===== src/tflc_pkg.sv =====
package tflc_pkg;

  localparam logic [3:0] COOLDOWN_TICKS = 4'd4;

  localparam logic signed [4:0] LVL_MAX = 5'sd10;
  localparam logic signed [4:0] LVL_MIN = -5'sd3;

  typedef enum logic [2:0] {
    REG_BATT_UP_TWO   = 3'd0,
    REG_BATT_UP_ONE   = 3'd1,
    REG_BATT_DOWN_ONE = 3'd2,
    REG_BATT_DOWN_TWO = 3'd3,
    REG_CPU_ALARM_ONE = 3'd4,
    REG_CPU_ALARM_TWO = 3'd5,
    REG_CPU_ALARM_THR = 3'd6,
    REG_CPU_CLEAR     = 3'd7
  } cfg_reg_t;

  typedef struct packed {
    logic [9:0]  battery_up_two;
    logic [9:0]  battery_up_one;
    logic [9:0]  battery_down_one;
    logic [9:0]  battery_down_two;
    logic [10:0] cpu_alarm_one;
    logic [10:0] cpu_alarm_two;
    logic [10:0] cpu_alarm_three;
    logic [10:0] cpu_clear;
  } cfg_t;

  localparam cfg_t CFG_RESET = '{
    battery_up_two:   10'd350,
    battery_up_one:   10'd345,
    battery_down_one: 10'd335,
    battery_down_two: 10'd330,
    cpu_alarm_one:    11'd650,
    cpu_alarm_two:    11'd750,
    cpu_alarm_three:  11'd850,
    cpu_clear:        11'd550
  };

  typedef struct packed {
    logic signed [10:0] battery_temp;
    logic               battery_valid;
    logic [10:0]        cpu_temp;
    logic               cpu_valid;
  } sample_t;

  typedef struct packed {
    logic signed [4:0] chosen_level;
    logic [1:0]        alarm_level;
  } level_t;

  typedef struct packed {
    logic       run_mode;
    logic [4:0] target_celsius;
    logic [6:0] fan_percent;
    logic [6:0] cooler_percent;
  } drive_t;

  // Fan percent is rpm/60 truncated; rpm = 6000 - (6 - level)*400 below level six.
  function automatic drive_t level_drive(input logic signed [4:0] lvl);
    drive_t d;
    d.run_mode       = 1'b0;
    d.target_celsius = 5'd10;
    d.fan_percent    = 7'd100;
    d.cooler_percent = 7'd100;
    case (lvl)
      -5'sd3:  d = '{1'b1, 5'd20, 7'd40, 7'd20};
      -5'sd2:  d = '{1'b1, 5'd20, 7'd46, 7'd35};
      -5'sd1:  d = '{1'b1, 5'd20, 7'd53, 7'd60};
      5'sd0:   d = '{1'b0, 5'd20, 7'd60, 7'd100};
      5'sd1:   d = '{1'b0, 5'd19, 7'd66, 7'd100};
      5'sd2:   d = '{1'b0, 5'd18, 7'd73, 7'd100};
      5'sd3:   d = '{1'b0, 5'd17, 7'd80, 7'd100};
      5'sd4:   d = '{1'b0, 5'd16, 7'd86, 7'd100};
      5'sd5:   d = '{1'b0, 5'd15, 7'd93, 7'd100};
      5'sd6:   d = '{1'b0, 5'd14, 7'd100, 7'd100};
      5'sd7:   d = '{1'b0, 5'd13, 7'd100, 7'd100};
      5'sd8:   d = '{1'b0, 5'd12, 7'd100, 7'd100};
      5'sd9:   d = '{1'b0, 5'd11, 7'd100, 7'd100};
      default: d = '{1'b0, 5'd10, 7'd100, 7'd100};
    endcase
    return d;
  endfunction

endpackage


===== src/tflc_if.sv =====
interface tflc_in_if;
  logic               valid;
  logic               ready;
  logic signed [10:0] battery_temp;
  logic               battery_valid;
  logic [10:0]        cpu_temp;
  logic               cpu_valid;

  modport source (output valid, battery_temp, battery_valid, cpu_temp, cpu_valid,
                  input ready);
  modport sink (input valid, battery_temp, battery_valid, cpu_temp, cpu_valid,
                output ready);
endinterface

interface tflc_out_if;
  logic              valid;
  logic              ready;
  logic signed [4:0] chosen_level;
  logic              run_mode;
  logic [4:0]        target_celsius;
  logic [6:0]        fan_percent;
  logic [6:0]        cooler_percent;
  logic [1:0]        alarm_level;

  modport source (output valid, chosen_level, run_mode, target_celsius, fan_percent,
                  cooler_percent, alarm_level, input ready);
  modport sink (input valid, chosen_level, run_mode, target_celsius, fan_percent,
                cooler_percent, alarm_level, output ready);
endinterface

interface tflc_cfg_if;
  logic        valid;
  logic        ready;
  logic [2:0]  index;
  logic [10:0] data;

  modport source (output valid, index, data, input ready);
  modport sink (input valid, index, data, output ready);
endinterface


===== src/tflc_cfg_regs.sv =====
module tflc_cfg_regs (
  input  logic          clk,
  input  logic          rst,
  tflc_cfg_if.sink      cfg,
  output tflc_pkg::cfg_t regs
);
  import tflc_pkg::*;

  assign cfg.ready = 1'b1;

  always_ff @(posedge clk) begin
    if (rst) begin
      regs <= CFG_RESET;
    end else if (cfg.valid) begin
      unique case (cfg_reg_t'(cfg.index))
        REG_BATT_UP_TWO:   regs.battery_up_two   <= cfg.data[9:0];
        REG_BATT_UP_ONE:   regs.battery_up_one   <= cfg.data[9:0];
        REG_BATT_DOWN_ONE: regs.battery_down_one <= cfg.data[9:0];
        REG_BATT_DOWN_TWO: regs.battery_down_two <= cfg.data[9:0];
        REG_CPU_ALARM_ONE: regs.cpu_alarm_one    <= cfg.data;
        REG_CPU_ALARM_TWO: regs.cpu_alarm_two    <= cfg.data;
        REG_CPU_ALARM_THR: regs.cpu_alarm_three  <= cfg.data;
        REG_CPU_CLEAR:     regs.cpu_clear        <= cfg.data;
        default:           regs <= regs;
      endcase
    end
  end

endmodule


===== src/tflc_ctrl.sv =====
module tflc_ctrl (
  input  logic              clk,
  input  logic              rst,
  input  logic              step,
  input  tflc_pkg::sample_t smp,
  input  tflc_pkg::cfg_t    regs,
  output tflc_pkg::level_t  result
);
  import tflc_pkg::*;

  logic signed [4:0] base_level;
  logic              level_loaded;
  logic [1:0]        emergency;
  logic [10:0]       cpu_filtered;
  logic              filter_primed;
  logic [3:0]        hold_ticks;

  logic signed [4:0] base0, base1, base_next;
  logic [1:0]        emer_next, nl;
  logic [10:0]       filt_next;
  logic              primed_next;
  logic [3:0]        hold1, hold_next;
  logic [12:0]       filt_mix;
  logic signed [11:0] batt_x;
  logic signed [2:0] delta;
  logic signed [5:0] stepped;
  logic signed [4:0] fmin;

  // (batt - 350) / 10 toward zero, clamped to the level range
  function automatic logic signed [4:0] first_level(input logic signed [10:0] batt);
    logic signed [11:0] d;
    logic [6:0]         mag;
    logic [14:0]        prod;
    logic [3:0]         q;
    d    = $signed({batt[10], batt}) - 12'sd350;
    mag  = d[11] ? 7'(-d) : 7'(d);
    prod = 15'(mag) * 15'd205;
    q    = prod[14:11];
    if (batt >= 11'sd450) return LVL_MAX;
    else if (batt <= 11'sd320) return LVL_MIN;
    else if (d[11]) return -$signed({1'b0, q});
    else return $signed({1'b0, q});
  endfunction

  function automatic logic signed [4:0] clamp_level(input logic signed [5:0] v);
    if (v > 6'sd10) return LVL_MAX;
    else if (v < -6'sd3) return LVL_MIN;
    else return 5'(v);
  endfunction

  // quarter-weight low-pass: (cpu*25 + filt*75)/100 == (cpu + 3*filt) >> 2
  assign filt_mix = {2'b00, smp.cpu_temp} + {2'b00, cpu_filtered}
                  + {1'b0, cpu_filtered, 1'b0};
  assign batt_x = $signed({smp.battery_temp[10], smp.battery_temp});

  always_comb begin
    if (level_loaded) base0 = base_level;
    else if (smp.battery_valid) base0 = first_level(smp.battery_temp);
    else base0 = '0;

    filt_next   = cpu_filtered;
    primed_next = filter_primed;
    emer_next   = emergency;
    base1       = base0;
    hold1       = hold_ticks;
    nl          = emergency;

    if (smp.cpu_valid) begin
      filt_next   = filter_primed ? filt_mix[12:2] : smp.cpu_temp;
      primed_next = 1'b1;
      if (filt_next > regs.cpu_alarm_three) nl = 2'd3;
      else if (filt_next > regs.cpu_alarm_two) nl = 2'd2;
      else if (filt_next > regs.cpu_alarm_one) nl = 2'd1;
      else if (filt_next < regs.cpu_clear) nl = 2'd0;
      else if (filt_next < regs.cpu_alarm_one && emergency >= 2'd2) nl = 2'd1;
      else if (filt_next < regs.cpu_alarm_two && emergency == 2'd3) nl = 2'd2;

      if (nl != emergency) begin
        // cap the base level by the rule of the level being left
        if (emergency == 2'd3 && base1 > LVL_MAX) base1 = LVL_MAX;
        if (emergency == 2'd2 && nl < 2'd2 && base1 > 5'sd8) base1 = 5'sd8;
        if (emergency == 2'd1 && nl == 2'd0 && base1 > 5'sd6) base1 = 5'sd6;
        hold1     = COOLDOWN_TICKS;
        emer_next = nl;
      end
    end

    if (batt_x >= $signed({2'b00, regs.battery_up_two})) delta = 3'sd2;
    else if (batt_x >= $signed({2'b00, regs.battery_up_one})) delta = 3'sd1;
    else if (batt_x <= $signed({2'b00, regs.battery_down_two})) delta = -3'sd2;
    else if (batt_x <= $signed({2'b00, regs.battery_down_one})) delta = -3'sd1;
    else delta = 3'sd0;

    stepped   = 6'(base1) + 6'(delta);
    base_next = base1;
    hold_next = hold1;
    if (hold1 != 4'd0) begin
      hold_next = hold1 - 4'd1;
    end else if (smp.battery_valid && delta != 3'sd0) begin
      base_next = clamp_level(stepped);
      hold_next = COOLDOWN_TICKS;
    end

    case (emer_next)
      2'd3:    fmin = 5'sd8;
      2'd2:    fmin = 5'sd6;
      2'd1:    fmin = 5'sd4;
      default: fmin = 5'sd0;
    endcase

    result.chosen_level = (fmin > base_next) ? fmin : base_next;
    result.alarm_level  = emer_next;
  end

  always_ff @(posedge clk) begin
    if (rst) begin
      base_level    <= '0;
      level_loaded  <= 1'b0;
      emergency     <= '0;
      cpu_filtered  <= 11'd250;
      filter_primed <= 1'b0;
      hold_ticks    <= '0;
    end else if (step) begin
      base_level    <= base_next;
      level_loaded  <= 1'b1;
      emergency     <= emer_next;
      cpu_filtered  <= filt_next;
      filter_primed <= primed_next;
      hold_ticks    <= hold_next;
    end
  end

endmodule


===== src/thermal_fan_level_controller.sv =====
// An accepted sample passes from the input register into the result register.
// Throughput: one transaction per cycle; the input register and the result register
// advance together whenever the result register is empty or being taken.
// Reset (rst, synchronous): both registers empty, controller state cleared,
// configuration registers back to their defaults.
module thermal_fan_level_controller (
  input logic        clk,
  input logic        rst,
  tflc_in_if.sink    sample,
  tflc_out_if.source result,
  tflc_cfg_if.sink   cfg
);
  import tflc_pkg::*;

  cfg_t    regs;
  sample_t s1_data;
  logic    s1_valid;
  logic    res_valid;
  logic    advance;
  level_t  lvl;
  drive_t  drive;
  level_t  res_lvl;
  drive_t  res_drive;

  tflc_cfg_regs u_cfg (
    .clk  (clk),
    .rst  (rst),
    .cfg  (cfg),
    .regs (regs)
  );

  tflc_ctrl u_ctrl (
    .clk    (clk),
    .rst    (rst),
    .step   (advance),
    .smp    (s1_data),
    .regs   (regs),
    .result (lvl)
  );

  assign advance      = s1_valid && (!res_valid || result.ready);
  assign sample.ready = !s1_valid || advance;
  assign drive        = level_drive(lvl.chosen_level);

  always_ff @(posedge clk) begin
    if (rst) begin
      s1_valid <= 1'b0;
    end else if (sample.ready) begin
      s1_valid <= sample.valid;
    end
  end

  always_ff @(posedge clk) begin
    if (sample.valid && sample.ready) begin
      s1_data <= '{sample.battery_temp, sample.battery_valid,
                   sample.cpu_temp, sample.cpu_valid};
    end
  end

  always_ff @(posedge clk) begin
    if (rst) begin
      res_valid <= 1'b0;
    end else if (advance) begin
      res_valid <= 1'b1;
    end else if (result.ready) begin
      res_valid <= 1'b0;
    end
  end

  // hold the result until the sink takes it
  always_ff @(posedge clk) begin
    if (advance) begin
      res_lvl   <= lvl;
      res_drive <= drive;
    end
  end

  assign result.valid          = res_valid;
  assign result.chosen_level   = res_lvl.chosen_level;
  assign result.alarm_level    = res_lvl.alarm_level;
  assign result.run_mode       = res_drive.run_mode;
  assign result.target_celsius = res_drive.target_celsius;
  assign result.fan_percent    = res_drive.fan_percent;
  assign result.cooler_percent = res_drive.cooler_percent;

endmodule

===== src/flat_wrapper.sv =====
// flat-port wrapper written by rule: the top's interface ports become plain ports
module thermal_fan_level_controller_flat import tflc_pkg::*;
  (clk, rst, sample_valid, sample_battery_temp, sample_battery_valid, sample_cpu_temp, sample_cpu_valid, sample_ready, result_valid, result_chosen_level, result_run_mode, result_target_celsius, result_fan_percent, result_cooler_percent, result_alarm_level, result_ready, cfg_valid, cfg_index, cfg_data, cfg_ready);
  tflc_in_if sample_i ();
  tflc_out_if result_i ();
  tflc_cfg_if cfg_i ();
  input logic clk;
  input logic rst;
  input wire logic [$bits(sample_i.valid)-1:0] sample_valid;
  input wire logic [$bits(sample_i.battery_temp)-1:0] sample_battery_temp;
  input wire logic [$bits(sample_i.battery_valid)-1:0] sample_battery_valid;
  input wire logic [$bits(sample_i.cpu_temp)-1:0] sample_cpu_temp;
  input wire logic [$bits(sample_i.cpu_valid)-1:0] sample_cpu_valid;
  output wire logic [$bits(sample_i.ready)-1:0] sample_ready;
  output wire logic [$bits(result_i.valid)-1:0] result_valid;
  output wire logic [$bits(result_i.chosen_level)-1:0] result_chosen_level;
  output wire logic [$bits(result_i.run_mode)-1:0] result_run_mode;
  output wire logic [$bits(result_i.target_celsius)-1:0] result_target_celsius;
  output wire logic [$bits(result_i.fan_percent)-1:0] result_fan_percent;
  output wire logic [$bits(result_i.cooler_percent)-1:0] result_cooler_percent;
  output wire logic [$bits(result_i.alarm_level)-1:0] result_alarm_level;
  input wire logic [$bits(result_i.ready)-1:0] result_ready;
  input wire logic [$bits(cfg_i.valid)-1:0] cfg_valid;
  input wire logic [$bits(cfg_i.index)-1:0] cfg_index;
  input wire logic [$bits(cfg_i.data)-1:0] cfg_data;
  output wire logic [$bits(cfg_i.ready)-1:0] cfg_ready;
  assign sample_i.valid = sample_valid;
  assign sample_i.battery_temp = sample_battery_temp;
  assign sample_i.battery_valid = sample_battery_valid;
  assign sample_i.cpu_temp = sample_cpu_temp;
  assign sample_i.cpu_valid = sample_cpu_valid;
  assign sample_ready = sample_i.ready;
  assign result_valid = result_i.valid;
  assign result_chosen_level = result_i.chosen_level;
  assign result_run_mode = result_i.run_mode;
  assign result_target_celsius = result_i.target_celsius;
  assign result_fan_percent = result_i.fan_percent;
  assign result_cooler_percent = result_i.cooler_percent;
  assign result_alarm_level = result_i.alarm_level;
  assign result_i.ready = result_ready;
  assign cfg_i.valid = cfg_valid;
  assign cfg_i.index = cfg_index;
  assign cfg_i.data = cfg_data;
  assign cfg_ready = cfg_i.ready;
  thermal_fan_level_controller u_core (.clk(clk), .rst(rst), .sample(sample_i), .result(result_i), .cfg(cfg_i));
endmodule

===== config.mk =====
export PLATFORM = sky130hd
export DESIGN_NAME = thermal_fan_level_controller_flat
export DESIGN_NICKNAME = d
export VERILOG_FILES = /design/src/tflc_pkg.sv /design/src/tflc_if.sv /design/src/tflc_cfg_regs.sv /design/src/tflc_ctrl.sv /design/src/thermal_fan_level_controller.sv /design/src/flat_wrapper.sv
export SDC_FILE = /design/constraint.sdc
export NUM_CORES = 1
export LEC_CHECK = 0
export ABC_AREA = 1
export BUFFER_PORTS_ARGS = -buffer_cell sky130_fd_sc_hd__buf_2
export CAP_MARGIN = 20
export CORE_MARGIN = 5
export CORE_UTILIZATION = 67
export CTS_BUF_LIST = sky130_fd_sc_hd__clkbuf_4 sky130_fd_sc_hd__clkbuf_8 sky130_fd_sc_hd__clkbuf_16
export CTS_CLUSTER_DIAMETER = 40
export DETAILED_ROUTE_END_ITERATION = 12
export PLACE_DENSITY = 0.94
export SETUP_SLACK_MARGIN = 0.2
export SYNTH_ARGS = -nofsm -noshare
export SYNTH_HDL_FRONTEND = slang
export SYNTH_SLANG_ARGS = --single-unit

===== constraint.sdc =====
create_clock -name clk -period 20.4 [get_ports clk]
set_input_delay 4.08 -clock clk [delete_from_list [all_inputs] [get_ports clk]]
set_output_delay 4.08 -clock clk [all_outputs]
set_load 0.05 [all_outputs]

==> results of run 1 <==
power breakdown:
part	total, mW	leakage, nW	switching [mW]	internal (mW)
Clock	0.323	0.283	0.138	0.185
Combinational	0.501	4.33	0.328	0.173
Sequential	0.369	1.38	0.0116	0.358
Total	1.19	5.98	0.478	0.716
sequential cells by signal, indices dropped and copies added, names as in the netlist:
register                      flops
u_core.result.chosen_level        5
u_core.result.cooler_percent      6
u_core.result.fan_percent         7
u_core.u_ctrl.base_level          5
u_core.result.alarm_level         2
u_core.u_ctrl.filter_primed       1
u_core.s1_valid                   1
u_core.u_ctrl.level_loaded        1
u_core.result.target_celsius      5
u_core.u_cfg.regs                84
u_core.u_ctrl.emergency           2
u_core.result.run_mode            1
u_core.u_ctrl.hold_ticks          4
u_core.s1_data                   24
u_core.u_ctrl.cpu_filtered       11
u_core.result.valid               1
final cells by class:
cell class,count,area (um2)
multi-input combinational,956,6183
fill,1090,3861
sequential,160,3704
inverter,241,907.1
clock buffer,18,439.2
timing repair buffer,77,420.4
tap,216,270.3
clock inverter,14,157.7
cells by family (layout without fill, tap and decap cells):
group | Yosys count | in the layout | synth area share (%)
simple gates | 439 | 439 | 17.70
compound gates | 318 | 318 | 16.91
buf+inv | 272 | 350 | 9.549
fa+ha+maj | 166 | 166 | 19.81
flops | 160 | 160 | 33.97
xor+xnor | 24 | 24 | 1.997
other cells | 2 | 9 | 0.06889
Yosys cell counts, types with 4 or more instances:
| cell type | number |
|---|---|
| o211ai_1 | 37 |
| dfxtp_1 | 110 |
| nand3_1 | 49 |
| edfxtp_1 | 50 |
| nand4_1 | 16 |
| xnor2_1 | 6 |
| a211oi_1 | 11 |
| a31oi_1 | 5 |
| nand2_4 | 7 |
| o21bai_1 | 8 |
| a21boi_0 | 4 |
| o21ai_1 | 4 |
| a21oi_1 | 128 |
| clkbuf_1 | 25 |
| inv_2 | 6 |
| nand2_1 | 234 |
| nor3_1 | 9 |
| nor2_1 | 92 |
| xor2_1 | 17 |
| a21o_1 | 6 |
| o21ai_0 | 95 |
| nand2_2 | 11 |
| fa_1 | 11 |
| ha_1 | 155 |
| inv_1 | 233 |
| nand3_2 | 5 |
metrics by stage:
stage                     cells  hold WS [ns]  utilization [%]
after floorplan            1388        0.4329                -
after global placement     1649        0.4446            71.86
after detailed placement   1649        0.4534            71.86
after CTS                  1681        0.4640            75.61
after global routing       1682        0.4800            75.78
final                      1682        0.4630            75.78
routing by layer:
metal	routed length (um)	vias up
li1	-	4748
met2	13370	423
met3	1932	134
met5	0	-
met4	1476	0
met1	10250	4462
cell usage in the layout, fill, tap and decap left out, types with 3 or more instances in the layout:
| cell | count |
|---|---|
| nor2_2 | 3 |
| xnor2_1 | 6 |
| nand3_1 | 49 |
| nand2_2 | 11 |
| fa_1 | 11 |
| clkbuf_16 | 17 |
| o21ai_1 | 4 |
| o21ai_2 | 3 |
| a21boi_0 | 4 |
| edfxtp_1 | 50 |
| nor4_1 | 3 |
| clkinvlp_4 | 3 |
| nor3_1 | 9 |
| nor2_1 | 92 |
| o21bai_1 | 8 |
| nand2_4 | 7 |
| conb_1 | 9 |
| ha_1 | 155 |
| inv_1 | 233 |
| or2_2 | 3 |
| inv_6 | 3 |
| o211ai_1 | 37 |
| a21o_1 | 6 |
| o21ai_0 | 95 |
| dfxtp_1 | 110 |
| buf_2 | 71 |
| clkinv_4 | 5 |
| a211oi_1 | 11 |
| nand2_1 | 234 |
| xor2_1 | 17 |
| a21oi_1 | 128 |
| a31oi_1 | 5 |
| buf_4 | 5 |
| inv_2 | 6 |
| nand3_2 | 5 |
| nand4_1 | 16 |
tightest hold or removal path: cells and delay by family, from the launching register on:
family	cells	cell delay, ns
DFF	1	0.30
buffers and inverters	1	0.06
AOI/OAI and AO/OA	1	0.06
worst max-delay path by stage:
stage | to | cells past startpoint | slack (ns) | start
final | u_core.result.fan_percent[4]$_DFFE_PP_ | 60 | 10.09 | u_core.s1_data[14]$_DFFE_PP_
after global routing | u_core.result.fan_percent[1]$_DFFE_PP_ | 61 | 9.05 | u_core.s1_data[14]$_DFFE_PP_
after CTS | u_core.result.fan_percent[1]$_DFFE_PP_ | 61 | 10.15 | u_core.s1_data[14]$_DFFE_PP_
after detailed placement | u_core.result.fan_percent[1]$_DFFE_PP_ | 61 | 10.28 | u_core.s1_data[14]$_DFFE_PP_
after global placement | u_core.result.fan_percent[4]$_DFFE_PP_ | 60 | 10.72 | u_core.s1_data[14]$_DFFE_PP_
after floorplan | u_core.result.fan_percent[4]$_DFFE_PP_ | 59 | 11.27 | u_core.s1_data[14]$_DFFE_PP_
==> summary.txt, run 1 <==
Outcome
  • Status: finished clean

GRT
  • Vias in the first global route: a little under 10,000
  • All-Layer GR Usage: 29.68%
  • Initial antenna violation count: 0
  • Congestion Overflow GR: 0
  • Top Usage Layer GRT: met2
  • M2 GR Usage: between 50% and 60%
  • Met1 Use GR: 33.19%
  • First-pass GRT wire length: 44.44 mm
  • GRT met3 Usage: slightly below 6%
  • Largest net degree at the start of global routing: 55

Die
  • Die width: 137.6 um
  • DIE AREA: 18,920 um2
  • Core ar.: 15,940 um2
  • DIE HEIGHT: roughly 140 um
  • FP Rows: between 40 and 50
  • IO Pins: 73
  • Starting density of the core: around two thirds

Place
  • HPWL Detailed: around 19 mm
  • Area after DPL: around 11,000 um2
  • IO Port Bufs: 71
  • Gpl congestion: ~0.9
  • DP Worst Slack: 10.28 ns

Setup path
  • Slowest Stage Delay on Critical Path: approximately 0.59 ns
  • FF-to-FF setup slack: around 10 ns
  • Slowest-stage cell, CP: edfxtp_1
  • CP required: just over 20 ns
  • Setup crit start kind: register
  • CP Capture Type: register
  • Arrival time of the worst setup path: between 10 and 15 ns
  • Kind of critical path: register to register
  • R2r startpoint: u_core.s1_data[14]$_DFFE_PP_
  • R2R depth: 60
  • R2R Path End: u_core.result.fan_percent[4]$_DFFE_PP_
  • Bufs and invs on worst path: 10
  • Critical Path Fanout Max: 11
  • Crit-path most repeated cell: inv_1
  • Largest delay contributor family on the critical path: adder cells

Logic synthesis
  • Ys Warns: 0
  • Synth Cell Area: around 11,000 um2
  • Avg Synthesized Cell Area: 7.894 um2
  • Post-synth top flop: dfxtp_1
  • Register area share after synthesis: roughly a third
  • Gate count after technology mapping: 1,381
  • Distinct cell type count after synthesis: 58
  • Post-synth EDFFs: 50
  • Top cells by area, synth: dfxtp_1, ha_1, edfxtp_1
  • Register bit total from synthesis: 160
  • Fraction of registers with async set/reset: 0%
  • Yosys top cell area share: between 20% and 30%
  • Synth area leader: dfxtp_1

Hold path
  • Worst hold path endpoint: u_core.u_cfg.regs[79]$_SDFFE_PP0P_
  • Hold Crit Class: register to register
  • Origin of the worst min-delay path: u_core.u_cfg.regs[79]$_SDFFE_PP0P_
  • Hold Path Stages: 2

STA
  • Final worst slack: around 10 ns
  • Final min period: approximately 10 ns
  • Final worst-path cycle share: between 50% and 60%
  • RSZ-0062 raised after global routing: no
  • Setup Skew: between 0.01 and 0.015 ns
  • TNS Setup: 0 ns
  • Fmax: about 0.097 GHz
  • Worst slew margin: 25.82%
  • Hold Fails Final Rpt: 0
  • Final Setup Violations: 0
  • Max Slew Vio Count: 0
  • Slew @ Worst Pin: between 1 and 1.5 ns

Detailed routing
  • Violation count after the first detailed-route iteration: ~720
  • Vias: about 9,800
  • Via-to-Cell Ratio: between 5 and 6
  • Post-Route WL: roughly 27 mm
  • DR DRC count: 0
  • Antenna Nets Post-Route: 0
  • Drt wl/cell: 16.07 um
  • DRT Pass-1 Iters: 5

Clocking
  • Worst-skew pair later-pin latency: ~0.45 ns
  • Worst-path clk slew: about 0.070 ns
  • CTS tree: yes
  • Clock Tree Buf Depth: 2
  • CTS buffer count: 17
  • H-tree depth: 4
  • Post_cts resized: 0
  • Clk root buf: clkbuf_16
  • Sink Count: 160
  • CTS Hold Buffers Added: 0
  • Postcts setup bufs: 0

Job
  • Max_cap viols: 0

Layout
  • Ant. Diodes: 0
  • Nets: around 1,700
  • Share of cells above drive strength 1: a little over a tenth
  • Area Overhead vs Synth: 10.82%
  • Final Cell Area: 12,080 um2

Power
  • LEAKAGE: 5.985 nW
  • Peak supply drop: approximately 0.06 mV
  • Power density over cell area: slightly below 100 nW/um2
  • Overall Power: roughly 1.2 mW
(Power assumes the default switching activity.)
==> inputs of run 2 (changes only) <==
--- a/config.mk
+++ b/config.mk
@@ -5,15 +5,15 @@
 export SDC_FILE = /design/constraint.sdc
 export NUM_CORES = 1
 export LEC_CHECK = 0
-export ABC_AREA = 1
+export ABC_AREA = 0
 export BUFFER_PORTS_ARGS = -buffer_cell sky130_fd_sc_hd__buf_2
 export CAP_MARGIN = 20
 export CORE_MARGIN = 5
-export CORE_UTILIZATION = 67
+export CORE_UTILIZATION = 62
 export CTS_BUF_LIST = sky130_fd_sc_hd__clkbuf_4 sky130_fd_sc_hd__clkbuf_8 sky130_fd_sc_hd__clkbuf_16
 export CTS_CLUSTER_DIAMETER = 40
 export DETAILED_ROUTE_END_ITERATION = 12
-export PLACE_DENSITY = 0.94
+export PLACE_DENSITY = 0.88
 export SETUP_SLACK_MARGIN = 0.2
 export SYNTH_ARGS = -nofsm -noshare
 export SYNTH_HDL_FRONTEND = slang
==> constraint.sdc (replaced) <==
create_clock -name clk -period 10 [get_ports clk]
set_input_delay 2 -clock clk [delete_from_list [all_inputs] [get_ports clk]]
set_output_delay 2 -clock clk [all_outputs]
set_load 0.05 [all_outputs]
==> run 2 against run 1 <==
Net effect: core utilization down 0.79 points; via count up 6.9%; sequential power up 110%; fmax up 5.2%; count of clock-buffer cells in the layout down 1; largest power group unchanged; hold slack worse by 0.0084 ns; clock power up 100%; cell count down 0.89%; combinational power rose to 3.8 times the previous value.
==> summary.txt, run 2 <==
Detailed routing
  • Drt wl/cell: 18.66 um (was 16.07 um)
  • Antenna Nets Post-Route: 0 (unchanged)
  • Via-to-Cell Ratio: 6.263 (was 5.807)
  • Post-Route WL: 31.11 mm (was 27.02 mm)
  • Vias: 10,440 (was 9,767)
  • Violation count after the first detailed-route iteration: 935 (was 716)
  • DR DRC count: 0 (unchanged)
  • DRT Pass-1 Iters: 5 (unchanged)

GRT
  • First-pass GRT wire length: 48.12 mm (was 44.44 mm)
  • Vias in the first global route: 9,954 (was 9,833)
  • Initial antenna violation count: 0 (unchanged)
  • Congestion Overflow GR: 0 (unchanged)
  • All-Layer GR Usage: 27.13% (was 29.68%)
  • Largest net degree at the start of global routing: 63 (was 55)

Die
  • DIE AREA: 21,190 um2 (was 18,920 um2)
  • FP Rows: 49 (was 46)
  • Starting density of the core: 63.22% (was 68.38%)
  • IO Pins: 73 (unchanged)
  • Core ar.: 18,020 um2 (was 15,940 um2)
  • DIE HEIGHT: 145.6 um (was 137.6 um)
  • Die width: 145.6 um (was 137.6 um)

Setup path
  • CP required: 10.29 ns (was 20.61 ns)
  • Slowest-stage cell, CP: fa_1 (was edfxtp_1)
  • Critical Path Fanout Max: 5 (was 11)
  • Crit-path most repeated cell: ha_4 (was inv_1)
  • Slowest Stage Delay on Critical Path: 0.49 ns (was 0.59 ns)
  • Largest delay contributor family on the critical path: adder cells (unchanged)
  • CP Capture Type: register (unchanged)
  • Setup crit start kind: register (unchanged)
  • Kind of critical path: register to register (unchanged)
  • Arrival time of the worst setup path: 10.10 ns (was 10.52 ns)
  • Bufs and invs on worst path: 6 (was 10)

Logic synthesis
  • Avg Synthesized Cell Area: 8.645 um2 (was 7.894 um2)
  • Yosys top cell area share: 19.33% (was 20.20%)
  • XOR/XNOR Fraction of Synth Area: 2.383% (was 1.997%)
  • Post-synth top flop: dfxtp_1 (unchanged)
  • Post-Synth Simple-Gate Area: 17.12% (was 17.70%)
  • Largest family of logic cells by synthesized area: adder cells (unchanged)
  • Most frequent cell after synthesis: ha_1 (was nand2_1)
  • Fraction of registers with async set/reset: 0% (unchanged)
  • Complex-gate fraction of the synthesized area: 18.93% (was 16.91%)
  • Synth cell count leaders: ha_1, nand2_1, inv_1, dfxtp_1, nor2_1 (was nand2_1, inv_1, ha_1, a21oi_1, dfxtp_1)
  • Distinct cell type count after synthesis: 92 (was 58)
  • Ys Warns: 0 (unchanged)
  • Area share of fa/ha/maj cells after synthesis: 18.95% (was 19.81%)
  • Post-synth EDFFs: 50 (unchanged)
  • Synth area leader: dfxtp_1 (unchanged)
  • Gate count after technology mapping: 1,318 (was 1,381)
  • Register area share after synthesis: 32.50% (was 33.97%)
  • Mux contribution to synthesized area: 3.195% (was 0%)
  • Synth Cell Area: 11,390 um2 (was 10,900 um2)
  • Register bit total from synthesis: 160 (unchanged)
  • Top cells by area, synth: dfxtp_1, ha_1, edfxtp_1 (unchanged)

Clocking
  • CTS tree: yes (unchanged)
  • Sink Count: 160 (unchanged)
  • CTS buffer count: 17 (unchanged)
  • Clock Tree Buf Depth: 2 (unchanged)
  • Worst-skew pair later-pin latency: 0.43 ns (was 0.45 ns)
  • H-tree depth: 4 (unchanged)
  • Worst-path clk slew: 0.07 ns (about the same)
  • Clk root buf: clkbuf_16 (unchanged)

Layout
  • Filler instances: 1,189 (was 1,090)
  • Seq. cell area: 3705 um2 (was 3704 um2)
  • Area Overhead vs Synth: 18.62% (was 10.82%)
  • Biggest register: u_core.u_cfg.regs (unchanged)
  • Nets: 1,634 (was 1,662)
  • Ant. Diodes: 0 (unchanged)
  • Share of cells above drive strength 1: 21.00% (was 10.64%)
  • Top flop regs: u_core.u_cfg.regs: 84 flops, u_core.s1_data: 24 flops, u_core.u_ctrl.cpu_filtered: 11 flops (unchanged)
  • Final core occ: 74.99% (was 75.78%)
  • Most common cell after layout, fill and taps aside: nand2_1 (unchanged)
  • Multi-input gate area: 7567 um2 (was 6183 um2)
  • Cell Count, Final, Fillers Out: 1,667 (was 1,682)
  • Number of flip-flops in the largest register: 84 (unchanged)
  • Most frequent cells in the layout: nand2_1, ha_1, inv_1 (was nand2_1, inv_1, ha_1)

Place
  • Cells after DPL: 1,606 (was 1,649)
  • HPWL Detailed: 20.47 mm (was 19.26 mm)
  • Gpl congestion: 0.9266 (was 0.9187)
  • IO Port Bufs: 71 (unchanged)

STA
  • Fmax: 0.1020 GHz (was 0.09695 GHz)
  • Hold Fails Final Rpt: 0 (unchanged)
  • Final min period: 9.808 ns (was 10.31 ns)
  • Max Slew Vio Count: 0 (unchanged)
  • Final Setup Violations: 0 (unchanged)
  • Worst slew margin: 36.68% (was 25.82%)
  • Setup Skew: 0.006500 ns (was 0.01234 ns)
  • Final worst-path cycle share: 98.08% (was 50.56%)
  • Slew @ Worst Pin: 0.9484 ns (was 1.101 ns)
  • RSZ-0062 raised after global routing: yes (was no)

Power
  • Peak supply drop: 0.2469 mV (was 0.05938 mV)
  • Power density over cell area: 245.6 nW/um2 (was 98.78 nW/um2)
  • Overall Power: 3.320 mW (was 1.193 mW)
  • LEAKAGE: 5.873 nW (was 5.985 nW)

Job
  • Max_cap viols: 0 (unchanged)

Outcome
  • Status: finished clean (unchanged)

Hold path
  • Hold Crit Class: register to register (unchanged)
## run 2: changes by cell type after synthesis, moves of 16 or more
cell / delta
a21oi_1: -38
nand3_1: -18
nor3_1: +16
o21a_1: +16
o21ai_0: -57
inv_1: -84
xnor2_1: +17
nand2b_1: +16
nand2_1: -81
mux2i_1: +20
## run 2: path summary, 6_finish.rpt
| check | end | cells past startpoint | slack (ns) | start |
|---|---|---|---|---|
| max | u_core.result.fan_percent[1]$_DFFE_PP_ | 49 | 0.19 | u_core.s1_data[14]$_DFFE_PP_ |
| min | u_core.u_cfg.regs[6]$_SDFFE_PP0P_ | 2 | 0.45 | u_core.u_cfg.regs[6]$_SDFFE_PP0P_ |
| max reg2reg | u_core.result.fan_percent[1]$_DFFE_PP_ | 49 | 0.19 | u_core.s1_data[14]$_DFFE_PP_ |
| min reg2reg | u_core.u_cfg.regs[6]$_SDFFE_PP0P_ | 2 | 0.45 | u_core.u_cfg.regs[6]$_SDFFE_PP0P_ |
## run 2: logic make-up (layout without fill, tap and decap cells)
group / after synthesis / after routing
compound gates: 316 / 316
mux: 33 / 33
buf+inv: 200 / 313
other cells: 2 / 9
flops: 160 / 160
fa+ha+maj: 166 / 166
simple gates: 410 / 410
xor+xnor: 31 / 31
## run 2: timing repair
item                       CTS  global route
pin swaps                    3            62
resized for setup            6            95
setup endpoints to repair   11            15
setup buffers                6            22
hold buffers                 0             0
## run 2: final cells by class
class / instances / share of cell area, %
inverters: 151 / 4.193
clock inverters: 15 / 1.157
clock buffers: 17 / 3.147
multi-input cells: 965 / 55.98
flip-flops and latches: 160 / 27.41
repair buffers: 130 / 5.989
well taps: 229 / 2.120
## run 2: per-stage QoR
step                      hold WS (ns)  setup slack, ns  setup TNS [ns]  area (um2)
final                           0.4546           0.1915               0       13520
after global placement          0.4423           0.4178               0       12240
after CTS                       0.4565           0.2106               0       12910
after floorplan                 0.4362           0.1828               0       11600
after detailed placement        0.4473           0.1042               0       12250
after global routing            0.4735          -0.3364          -2.769       13520
## run 2: routing by layer
metal	wire (um)	up-vias	global-route usage (%)	share of wire [%]
met5	0	-	0	0
met4	1332	0	12.13	4.3
met3	2400	131	4.858	7.7
met2	15140	532	46.15	49
met1	12230	4917	33.66	39
li1	-	4861	-	-
## run 2: where the power goes
part           switching (mW)  internal, mW
Combinational            1.06         0.839
Sequential             0.0238         0.737
Clock                   0.289         0.370
Total                    1.37          1.95
## run 2: worst min-delay path: stages, from the launching register on
cell and delay, ns:
dfxtp_1 0.31, nand2_1 0.05, a21oi_1 0.05
==> inputs of run 3 (changes only) <==
--- a/config.mk
+++ b/config.mk
@@ -9,11 +9,11 @@
 export BUFFER_PORTS_ARGS = -buffer_cell sky130_fd_sc_hd__buf_2
 export CAP_MARGIN = 20
 export CORE_MARGIN = 5
-export CORE_UTILIZATION = 62
-export CTS_BUF_LIST = sky130_fd_sc_hd__clkbuf_4 sky130_fd_sc_hd__clkbuf_8 sky130_fd_sc_hd__clkbuf_16
+export CORE_UTILIZATION = 64
+export CTS_BUF_LIST = sky130_fd_sc_hd__clkbuf_4
 export CTS_CLUSTER_DIAMETER = 40
 export DETAILED_ROUTE_END_ITERATION = 12
-export PLACE_DENSITY = 0.88
+export PLACE_DENSITY = 0.9
 export SETUP_SLACK_MARGIN = 0.2
 export SYNTH_ARGS = -nofsm -noshare
 export SYNTH_HDL_FRONTEND = slang
==> run 3 against run 2 <==
Net effect: the flow now finishes with violations (setup timing); global-route usage up 0.87 points; hold slack improved by 0.013 ns; clock skew grew 0.018 ns; final area decreased by 3.4%; register-to-register slack got worse by 0.31 ns; non-clock buffer count fell by 1; total power down 10%; highest routed layer unchanged.
==> summary.txt, run 3 (synthesized netlist as in run 2, its figures left out) <==
Clocking
  • Worst-skew pair later-pin latency: 0.60 ns (was 0.43 ns)
  • CTS tree: yes (unchanged)
  • H-tree depth: 4 (unchanged)
  • Sink Count: 160 (unchanged)
  • Worst-path clk slew: 0.14 ns (was 0.07 ns)
  • CTS Hold Buffers Added: 0 (unchanged)
  • Clk root buf: clkbuf_4 (was clkbuf_16)
  • Clock Tree Buf Depth: 2 (unchanged)
  • CTS buffer count: 17 (unchanged)

Outcome
  • Status: complete, but fails checks (was finished clean)
  • Failing checks: setup timing

GRT
  • Vias in the first global route: 9,986 (was 9,954)
  • Largest net degree at the start of global routing: 63 (unchanged)
  • All-Layer GR Usage: 28.00% (was 27.13%)
  • First-pass GRT wire length: 46.89 mm (was 48.12 mm)
  • Initial antenna violation count: 1 (was 0)
  • Congestion Overflow GR: 0 (unchanged)

STA
  • Worst slew margin: 29.75% (was 36.68%)
  • Final worst slack: -0.1206 ns (was 0.1915 ns)
  • Hold Fails Final Rpt: 0 (unchanged)
  • Final worst-path cycle share: 101.2% (was 98.08%)
  • Final Setup Violations: 6 (was 0)
  • Setup Skew: 0.02403 ns (was 0.006500 ns)
  • RSZ-0062 raised after global routing: yes (unchanged)
  • Fmax: 0.09881 GHz (was 0.1020 GHz)
  • TNS Setup: -0.4601 ns (was 0 ns)
  • Slew @ Worst Pin: 1.050 ns (was 0.9484 ns)
  • Max Slew Vio Count: 0 (unchanged)
  • Final min period: 10.12 ns (was 9.808 ns)

Place
  • DP Worst Slack: -0.1081 ns (was 0.1042 ns)
  • IO Port Bufs: 71 (unchanged)
  • HPWL Detailed: 21.02 mm (was 20.47 mm)
  • Area after DPL: 12,240 um2 (was 12,250 um2)
  • Gpl congestion: 0.9555 (was 0.9266)

Die
  • DIE HEIGHT: 143.4 um (was 145.6 um)
  • Core ar.: 17,360 um2 (was 18,020 um2)
  • Starting density of the core: 65.65% (was 63.22%)
  • Die width: 143.4 um (was 145.6 um)
  • IO Pins: 73 (unchanged)
  • DIE AREA: 20,570 um2 (was 21,190 um2)
  • FP Rows: 48 (was 49)

Layout
  • Nets: 1,633 (was 1,634)
  • Final core occ: 75.19% (was 74.99%)
  • Share of cells above drive strength 1: 19.62% (was 21.00%)
  • Number of flip-flops in the largest register: 84 (unchanged)
  • Biggest register: u_core.u_cfg.regs (unchanged)
  • Filler instances: 1,148 (was 1,189)
  • Top flop regs: u_core.u_cfg.regs: 84 flops, u_core.s1_data: 24 flops, u_core.u_ctrl.cpu_filtered: 11 flops (unchanged)
  • Area Overhead vs Synth: 14.54% (was 18.62%)
  • Final Cell Area: 13,050 um2 (was 13,520 um2)
  • Most frequent cells in the layout: nand2_1, ha_1, inv_1 (unchanged)
  • Most common cell after layout, fill and taps aside: nand2_1 (unchanged)

Power
  • LEAKAGE: 5.714 nW (was 5.873 nW)
  • Power density over cell area: 228.8 nW/um2 (was 245.6 nW/um2)
  • Overall Power: 2.987 mW (was 3.320 mW)
  • Peak supply drop: 0.1844 mV (was 0.2469 mV)

Setup path
  • Slowest Stage Delay on Critical Path: 0.60 ns (was 0.49 ns)
  • Slowest-stage cell, CP: edfxtp_1 (was fa_1)
  • Arrival time of the worst setup path: 10.56 ns (was 10.10 ns)
  • Setup crit start kind: register (unchanged)
  • R2R Path End: u_core.result.target_celsius[0]$_SDFFCE_PP0P_ (was u_core.result.fan_percent[1]$_DFFE_PP_)
  • R2R depth: 49 (unchanged)
  • Kind of critical path: register to register (unchanged)
  • CP Capture Type: register (unchanged)
  • CP required: 10.44 ns (was 10.29 ns)
  • Critical Path Fanout Max: 5 (unchanged)
  • FF-to-FF setup slack: -0.12 ns (was 0.19 ns)
  • R2r startpoint: u_core.s1_data[17]$_DFFE_PP_ (was u_core.s1_data[14]$_DFFE_PP_)

Hold path
  • Hold Crit Class: register to register (unchanged)
  • Worst hold path endpoint: u_core.u_cfg.regs[0]$_SDFFE_PP0P_ (was u_core.u_cfg.regs[6]$_SDFFE_PP0P_)
  • Origin of the worst min-delay path: u_core.u_cfg.regs[0]$_SDFFE_PP0P_ (was u_core.u_cfg.regs[6]$_SDFFE_PP0P_)
  • Hold Path Stages: 2 (unchanged)

Detailed routing
  • Via-to-Cell Ratio: 6.340 (was 6.263)
  • DR DRC count: 0 (unchanged)
  • Drt wl/cell: 18.55 um (was 18.66 um)
  • Vias: 10,540 (was 10,440)
  • Violation count after the first detailed-route iteration: 946 (was 935)
  • Antenna Nets Post-Route: 0 (unchanged)
  • Post-Route WL: 30.84 mm (was 31.11 mm)
  • DRT Pass-1 Iters: 8 (was 5)

Job
  • Max_cap viols: 0 (unchanged)
[run 3: area by class of cell]
class / instances / area, um2 / area share [%]
inverters: 151 / 566.8 / 4.343
clock inverters: 13 / 106.4 / 0.8149
diodes: 1 / 2.502 / 0.01917
flip-flops and latches: 160 / 3704 / 28.38
clock buffers: 19 / 142.6 / 1.093
repair buffers: 129 / 802.0 / 6.145
multi-input cells: 965 / 7446 / 57.05
well taps: 225 / 281.5 / 2.157
[run 3: metal layers]
| layer | track usage [%] | wire, um | part of all wire [%] |
|---|---|---|---|
| met5 | 0 | 0 | 0 |
| met4 | 11.99 | 1263 | 4.1 |
| met3 | 4.992 | 2445 | 7.9 |
| met2 | 47.75 | 14990 | 49 |
| met1 | 34.93 | 12150 | 39 |
[run 3: worst max path at each step]
stage | from | endpoint | slack (ns) | cells after the start
global route | u_core.s1_data[15]$_DFFE_PP_ | u_core.result.target_celsius[0]$_SDFFCE_PP0P_ | -0.37 | 48
detailed placement | u_core.s1_data[14]$_DFFE_PP_ | u_core.result.fan_percent[0]$_DFFE_PP_ | -0.11 | 48
global placement | u_core.s1_data[14]$_DFFE_PP_ | u_core.result.target_celsius[2]$_DFFE_PP_ | 0.27 | 46
CTS | u_core.s1_data[15]$_DFFE_PP_ | u_core.result.target_celsius[0]$_SDFFCE_PP0P_ | 0.21 | 49
floorplan | u_core.s1_data[15]$_DFFE_PP_ | u_core.result.target_celsius[2]$_DFFE_PP_ | 0.18 | 50
finish | u_core.s1_data[17]$_DFFE_PP_ | u_core.result.target_celsius[0]$_SDFFCE_PP0P_ | -0.12 | 49
[run 3: what timing repair did]
item                                    4_1_cts  5_1_grt
endpoints found under the setup margin       14       15
resized for setup                            24       48
buffers inserted                             10       18
gates cloned                                  0        0
pin swaps                                    11       42
[run 3: worst max-delay path: cells and delay by family (launching register included)]
kind	cells	cell delay [ns]
xor gates and xnor gates	3	1.00
DFF	1	0.60
muxes	3	0.84
and+or+nand+nor	11	1.56
AOI/OAI and AO/OA	14	2.45
adders and majority gates	10	2.82
buffers and inverters	8	0.66
[run 3: power breakdown]
| part | total, mW | leakage [nW] | internal, mW | switching (mW) |
|---|---|---|---|---|
| logic | 1.86 | 4.22 | 0.808 | 1.05 |
| registers | 0.761 | 1.37 | 0.736 | 0.0245 |
| clock network | 0.369 | 0.121 | 0.108 | 0.261 |
[run 3: metrics by stage]
| step | std cells | hold slack, ns |
|---|---|---|
| floorplan | 1325 | 0.4362 |
| global placement | 1600 | 0.4413 |
| detailed placement | 1601 | 0.4497 |
| CTS | 1643 | 0.4679 |
| global route | 1663 | 0.4856 |
| finish | 1663 | 0.4680 |
